`config.mk`:
```
export PLATFORM = sky130hd
export DESIGN_NAME = des_block_encrypt_core
export DESIGN_NICKNAME = d
export VERILOG_FILES = /design/src/design/des_pkg.sv /design/src/design/des_round_cell.sv /design/src/design/des_block_encrypt_core.sv
export SDC_FILE = /design/constraint.sdc
export NUM_CORES = 1
export LEC_CHECK = 0
export CAP_MARGIN = 20
export CORE_MARGIN = 1.5
export CORE_UTILIZATION = 40
export DETAILED_ROUTE_END_ITERATION = 8
export DONT_BUFFER_PORTS = 1
export PLACE_DENSITY = 0.63
export SLEW_MARGIN = 20
export SYNTH_ARGS = -nofsm -noshare
export SYNTH_HDL_FRONTEND = slang
export SYNTH_HIERARCHICAL = 1
export SYNTH_SLANG_ARGS = --single-unit
```
`constraint.sdc`:
```
create_clock -name i_clk -period 10.5 [get_ports i_clk]
set_input_delay 2.1 -clock i_clk [delete_from_list [all_inputs] [get_ports i_clk]]
set_output_delay 2.1 -clock i_clk [all_outputs]
set_load 0.1 [all_outputs]
```
`src/design/des_pkg.sv`:
```
// Package: DES tables, round state type and permutation functions
`default_nettype none
package des_pkg;

    localparam int ROUND_COUNT = 16;
    localparam int HALF_BITS   = 28;

    typedef struct packed {
        logic [31:0]          l;
        logic [31:0]          r;
        logic [HALF_BITS-1:0] c;
        logic [HALF_BITS-1:0] d;
    } t_des_state;

    localparam logic [6:0] IP_TBL [64] = '{
        58,50,42,34,26,18,10,2, 60,52,44,36,28,20,12,4,
        62,54,46,38,30,22,14,6, 64,56,48,40,32,24,16,8,
        57,49,41,33,25,17,9,1,  59,51,43,35,27,19,11,3,
        61,53,45,37,29,21,13,5, 63,55,47,39,31,23,15,7 };

    localparam logic [6:0] FP_TBL [64] = '{
        40,8,48,16,56,24,64,32, 39,7,47,15,55,23,63,31,
        38,6,46,14,54,22,62,30, 37,5,45,13,53,21,61,29,
        36,4,44,12,52,20,60,28, 35,3,43,11,51,19,59,27,
        34,2,42,10,50,18,58,26, 33,1,41,9,49,17,57,25 };

    localparam logic [5:0] E_TBL [48] = '{
        32,1,2,3,4,5, 4,5,6,7,8,9, 8,9,10,11,12,13, 12,13,14,15,16,17,
        16,17,18,19,20,21, 20,21,22,23,24,25, 24,25,26,27,28,29, 28,29,30,31,32,1 };

    localparam logic [5:0] P_TBL [32] = '{
        16,7,20,21,29,12,28,17, 1,15,23,26,5,18,31,10,
        2,8,24,14,32,27,3,9,    19,13,30,6,22,11,4,25 };

    localparam logic [6:0] PC1_TBL [56] = '{
        57,49,41,33,25,17,9, 1,58,50,42,34,26,18,
        10,2,59,51,43,35,27, 19,11,3,60,52,44,36,
        63,55,47,39,31,23,15, 7,62,54,46,38,30,22,
        14,6,61,53,45,37,29, 21,13,5,28,20,12,4 };

    localparam logic [5:0] PC2_TBL [48] = '{
        14,17,11,24,1,5, 3,28,15,6,21,10, 23,19,12,4,26,8, 16,7,27,20,13,2,
        41,52,31,37,47,55, 30,40,51,45,33,48, 44,49,39,56,34,53, 46,42,50,36,29,32 };

    localparam int ROT_TBL [ROUND_COUNT] = '{1,1,2,2,2,2,2,2,1,2,2,2,2,2,2,1};

    localparam logic [3:0] S_TBL [8][64] = '{
        '{14,4,13,1,2,15,11,8,3,10,6,12,5,9,0,7,
          0,15,7,4,14,2,13,1,10,6,12,11,9,5,3,8,
          4,1,14,8,13,6,2,11,15,12,9,7,3,10,5,0,
          15,12,8,2,4,9,1,7,5,11,3,14,10,0,6,13},
        '{15,1,8,14,6,11,3,4,9,7,2,13,12,0,5,10,
          3,13,4,7,15,2,8,14,12,0,1,10,6,9,11,5,
          0,14,7,11,10,4,13,1,5,8,12,6,9,3,2,15,
          13,8,10,1,3,15,4,2,11,6,7,12,0,5,14,9},
        '{10,0,9,14,6,3,15,5,1,13,12,7,11,4,2,8,
          13,7,0,9,3,4,6,10,2,8,5,14,12,11,15,1,
          13,6,4,9,8,15,3,0,11,1,2,12,5,10,14,7,
          1,10,13,0,6,9,8,7,4,15,14,3,11,5,2,12},
        '{7,13,14,3,0,6,9,10,1,2,8,5,11,12,4,15,
          13,8,11,5,6,15,0,3,4,7,2,12,1,10,14,9,
          10,6,9,0,12,11,7,13,15,1,3,14,5,2,8,4,
          3,15,0,6,10,1,13,8,9,4,5,11,12,7,2,14},
        '{2,12,4,1,7,10,11,6,8,5,3,15,13,0,14,9,
          14,11,2,12,4,7,13,1,5,0,15,10,3,9,8,6,
          4,2,1,11,10,13,7,8,15,9,12,5,6,3,0,14,
          11,8,12,7,1,14,2,13,6,15,0,9,10,4,5,3},
        '{12,1,10,15,9,2,6,8,0,13,3,4,14,7,5,11,
          10,15,4,2,7,12,9,5,6,1,13,14,0,11,3,8,
          9,14,15,5,2,8,12,3,7,0,4,10,1,13,11,6,
          4,3,2,12,9,5,15,10,11,14,1,7,6,0,8,13},
        '{4,11,2,14,15,0,8,13,3,12,9,7,5,10,6,1,
          13,0,11,7,4,9,1,10,14,3,5,12,2,15,8,6,
          1,4,11,13,12,3,7,14,10,15,6,8,0,5,9,2,
          6,11,13,8,1,4,10,7,9,5,0,15,14,2,3,12},
        '{13,2,8,4,6,15,11,1,10,9,3,14,5,0,12,7,
          1,15,13,8,10,3,7,4,12,5,6,11,0,14,9,2,
          7,11,4,1,9,12,14,2,0,6,10,13,15,3,5,8,
          2,1,14,7,4,10,8,13,15,12,9,0,3,5,6,11} };

    function automatic logic [63:0] ip_perm(input logic [63:0] w);
        logic [63:0] o;
        o = '0;
        for (int i = 0; i < 64; i++) begin
            o[6'(63 - i)] = w[6'(64 - int'(IP_TBL[i]))];
        end
        return o;
    endfunction

    function automatic logic [63:0] fp_perm(input logic [63:0] w);
        logic [63:0] o;
        o = '0;
        for (int i = 0; i < 64; i++) begin
            o[6'(63 - i)] = w[6'(64 - int'(FP_TBL[i]))];
        end
        return o;
    endfunction

    function automatic logic [55:0] pc1_perm(input logic [63:0] w);
        logic [55:0] o;
        o = '0;
        for (int i = 0; i < 56; i++) begin
            o[6'(55 - i)] = w[6'(64 - int'(PC1_TBL[i]))];
        end
        return o;
    endfunction

    function automatic logic [47:0] pc2_perm(input logic [55:0] w);
        logic [47:0] o;
        o = '0;
        for (int i = 0; i < 48; i++) begin
            o[6'(47 - i)] = w[6'(56 - int'(PC2_TBL[i]))];
        end
        return o;
    endfunction

    function automatic logic [47:0] e_expand(input logic [31:0] w);
        logic [47:0] o;
        o = '0;
        for (int i = 0; i < 48; i++) begin
            o[6'(47 - i)] = w[5'(32 - int'(E_TBL[i]))];
        end
        return o;
    endfunction

    function automatic logic [31:0] p_perm(input logic [31:0] w);
        logic [31:0] o;
        o = '0;
        for (int i = 0; i < 32; i++) begin
            o[5'(31 - i)] = w[5'(32 - int'(P_TBL[i]))];
        end
        return o;
    endfunction

    function automatic logic [31:0] sbox_sub(input logic [47:0] x);
        logic [31:0] o;
        logic [5:0]  v;
        o = '0;
        for (int b = 0; b < 8; b++) begin
            v = x[47 - 6 * b -: 6];
            o[31 - 4 * b -: 4] = S_TBL[3'(b)][{v[5], v[0], v[4:1]}];
        end
        return o;
    endfunction

    function automatic logic [31:0] feistel(input logic [31:0] r, input logic [47:0] sub);
        return p_perm(sbox_sub(e_expand(r) ^ sub));
    endfunction

endpackage
`default_nettype wire

```
`src/design/des_round_cell.sv`:
```
// One DES round cell: key rotation, subkey, Feistel function, holding register
`default_nettype none
module des_round_cell
    import des_pkg::*;
#(
    parameter int ROUND_IDX = 0
) (
    input  wire logic       i_clk,
    input  wire logic       i_rst_n,
    input  wire logic       i_valid,
    output logic            o_ready,
    input  wire t_des_state i_data,
    output logic            o_valid,
    input  wire logic       i_ready,
    output t_des_state      o_data
);

    localparam int SHIFT = ROT_TBL[ROUND_IDX];

    logic       r_valid;
    t_des_state r_data;
    t_des_state n_data;
    logic [47:0] subkey;

    always_comb begin
        n_data.c = (i_data.c << SHIFT) | (i_data.c >> (HALF_BITS - SHIFT));
        n_data.d = (i_data.d << SHIFT) | (i_data.d >> (HALF_BITS - SHIFT));
        subkey   = pc2_perm({n_data.c, n_data.d});
        n_data.l = i_data.r;
        n_data.r = i_data.l ^ feistel(i_data.r, subkey);
    end

    assign o_ready = !r_valid || i_ready;
    assign o_valid = r_valid;
    assign o_data  = r_data;

    always_ff @(posedge i_clk) begin
        if (!i_rst_n) begin
            r_valid <= 1'b0;
        end else if (o_ready) begin
            r_valid <= i_valid;
        end
    end

    // advance only when a word moves in
    always_ff @(posedge i_clk) begin
        if (i_valid && o_ready) begin
            r_data <= n_data;
        end
    end

endmodule
`default_nettype wire

```
`src/design/des_block_encrypt_core.sv`:
```
// DES encryption top level: initial permutations, sixteen round cells, final permutation
// Each accepted word is registered in turn by all sixteen round cells before its output handshake.
// Throughput: one word per cycle while the output is not stalled; each of the sixteen round cells holds one word.
// A stalled output holds the last cell and every full cell behind it; cells before a bubble keep filling it.
// Reset (synchronous, active low) clears every cell's valid bit; data is not reset.
`default_nettype none
module des_block_encrypt_core
    import des_pkg::*;
(
    input  wire logic        i_clk,
    input  wire logic        i_rst_n,
    input  wire logic        i_in_valid,
    output logic             o_in_ready,
    input  wire logic [63:0] i_plain_block,
    input  wire logic [63:0] i_cipher_key,
    output logic             o_out_valid,
    input  wire logic        i_out_ready,
    output logic [63:0]      o_cipher_block
);

    logic       valid [ROUND_COUNT+1];
    logic       ready [ROUND_COUNT+1];
    t_des_state data  [ROUND_COUNT+1];
    logic [63:0] blk;
    logic [55:0] cd;

    always_comb begin
        blk = ip_perm(i_plain_block);
        cd  = pc1_perm(i_cipher_key);
        data[0].l = blk[63:32];
        data[0].r = blk[31:0];
        data[0].c = cd[55:28];
        data[0].d = cd[27:0];
    end

    assign valid[0]           = i_in_valid;
    assign o_in_ready         = ready[0];
    assign ready[ROUND_COUNT] = i_out_ready;

    for (genvar g = 0; g < ROUND_COUNT; g++) begin : g_round
        des_round_cell #(
            .ROUND_IDX(g)
        ) u_cell (
            .i_clk  (i_clk),
            .i_rst_n(i_rst_n),
            .i_valid(valid[g]),
            .o_ready(ready[g]),
            .i_data (data[g]),
            .o_valid(valid[g+1]),
            .i_ready(ready[g+1]),
            .o_data (data[g+1])
        );
    end

    assign o_out_valid    = valid[ROUND_COUNT];
    assign o_cipher_block = fp_perm({data[ROUND_COUNT].r, data[ROUND_COUNT].l});

endmodule
`default_nettype wire

```
==> impl_metrics.ini <==
[floorplan]
die_w_um = 120
rows = 42
die_y_um = 120
core_um2 = 13200
ios = 198
die_area_um2 = 14300
initial_core_util_pct = 41.0

[run_status]
status = complete, no violations

[timing]
rsz0062_at_grt = false
slew_headroom_pct = 31.2
setup_violations = 0
slew_viol_final = 0
fin_crit_sh_pct = 64.6
finalSetupTns_ns = 0
timing.fmax_ghz = 0.147
hold_viol = 0
fin_skew_ns = 0.00839
worst_slew_pin_slew_ns = 1.03
final.min_clock_period_ns = 6.78

[finish]
drive_gt1_share_pct = 25.0
fill_cells = 1125
multiInputGateArea_um2 = 781
area_growth_pct = 12.6
post-route-util_pct = 46.2
n_antenna_cell = 0
nets = 431
ff_latch_area_um2 = 4400
design_area_um2 = 6110
stdcell_count = 488

[worst_setup_path]
start_kind = input port
critPathMaxFanout = 3
cp.arrival_ns = 4.68
critPathKind = in2out
worst_ep_required_time_ns = 8.40
setup.worst_path.end_class = output pin

[pwr]
intPower_mw = 1.08
switching_share_pct = 22.1
cellPowerDensity_nw_per_um2 = 227
p_comb_share_pct = 5.8
ir_worst_vdd_mv = 0.159
power.switching_mw = 0.307
seq_power_share_pct = 47.3
pwr-share-clk_pct = 46.9
leakagePower_nw = 2.18

[placed_design]
place_area_um2 = 5470
dp_hpwl_mm = 3.29
io_buffers = 0
globalplace.congestion = 0.587
dp.cells = 456

[clocking]
clk_latency_ns = 0.41
htree_levels = 4
clk_path_buf_depth = 2
cts_tree = built
cts_hold_buf = 0
numCtsBuffers = 17
cts_resized = 0
cts.sinks = 152
clk_pin_slew_worst_paths_ns = 0.06
cts_setup_buffers = 0
cts_root_buffer = clkbuf_16

[global_routing]
antenna_found_initial = 0
grt_pass1_vias = 1850
grt_overflow = 0
grt_max_degree = 17
track_usage_pct = 8.18
grt_pass1_wl_mm = 8.63

[logic_synthesis]
yosysWarnings = 6
netlist_area_um2 = 5430
syn_inst = 274
syn_avg_cell_area_um2 = 19.8

[routing]
vias_per_cell = 3.84
remaining_drc_errors = 0
wl_per_cell_um = 10.3
drt_pass1_iterations = 4
vias = 1874
final_antenna_net_count = 0
wl_mm = 5.05
first_iter_violations = 83

[job]
maxCapViolCount = 0

[worst_hold_path]
hp-class = reg2reg
stage by stage:
step | setup slack, ns | hold slack [ns] | total power, mW
6_report | 3.72 | 0.415 | 1.39
5_1_grt | 3.57 | 0.421 | 1.44
4_1_cts | 3.68 | 0.415 | 1.41
2_1_floorplan | 3.84 | 0.400 | 0.766
3_3_place_gp | 3.75 | 0.403 | 0.750
3_5_place_dp | 3.71 | 0.405 | 0.751
cells in the final DEF, fill, tap and decap left out:
cell        count
edfxtp_1      136
conb_1         64
clkbuf_16      17
nand2b_4       16
inv_1          16
a21boi_2       16
and2_4         16
dfxtp_1        16
bufinv_16       5
inv_6           4
clkinvlp_4      3
clkbuf_1        1
clkinv_4        1
clkinv_1        1
path summary, 6_finish.rpt:
path	slack, ns	from	end	cells past startpoint
setup reg to reg	6.42	g_round[15].u_cell/o_valid$_SDFFE_PN0P_	g_round[0].u_cell/o_data[84]$_DFFE_PP_	17
hold / removal	0.41	g_round[11].u_cell/o_data[116]$_DFFE_PP_	g_round[12].u_cell/o_data[84]$_DFFE_PP_	0
setup / recovery	3.72	i_out_ready	o_in_ready	16
hold reg to reg	0.41	g_round[11].u_cell/o_data[116]$_DFFE_PP_	g_round[12].u_cell/o_data[84]$_DFFE_PP_	0
power by group through the flow:
stage	clock network, mW	registers, mW	logic [mW]
2_1_floorplan	0	0.670	0.0956
3_3_place_gp	0	0.670	0.0799
3_5_place_dp	0	0.670	0.0802
4_1_cts	0.672	0.658	0.0802
5_1_grt	0.695	0.658	0.0823
6_report	0.652	0.658	0.0805
worst max-delay path, stage by stage:
cell and delay [ns]:
nand2b_4 0.13, nand2b_4 0.19, nand2b_4 0.15, nand2b_4 0.15, nand2b_4 0.15, nand2b_4 0.15
nand2b_4 0.15, nand2b_4 0.15, nand2b_4 0.15, nand2b_4 0.15, nand2b_4 0.15, nand2b_4 0.15
nand2b_4 0.15, nand2b_4 0.15, nand2b_4 0.15, nand2b_4 0.30
layout make-up:
cell class                 count  share of cell area [%]
clock buffer                  18                    7.02
clock inverter                14                    3.60
inverter                      16                   0.982
multi-input combinational    112                    12.8
sequential                   152                    72.0
tap                          176                    3.60
sequential cells by signal (all words and copies together) (netlist names):
register / flops
g_round.u_cell/o_data: 136
g_round.u_cell/o_valid: 16
metal layers:
layer,GRT usage (%),vias up,share of wire (%)
met5,0,-,0
met4,5.13,0,1.5
met3,4.37,8,5.1
met2,14.1,54,58
met1,7.51,897,35
li1,-,915,-
No activity file was read; power rests on OpenSTA's default activity.
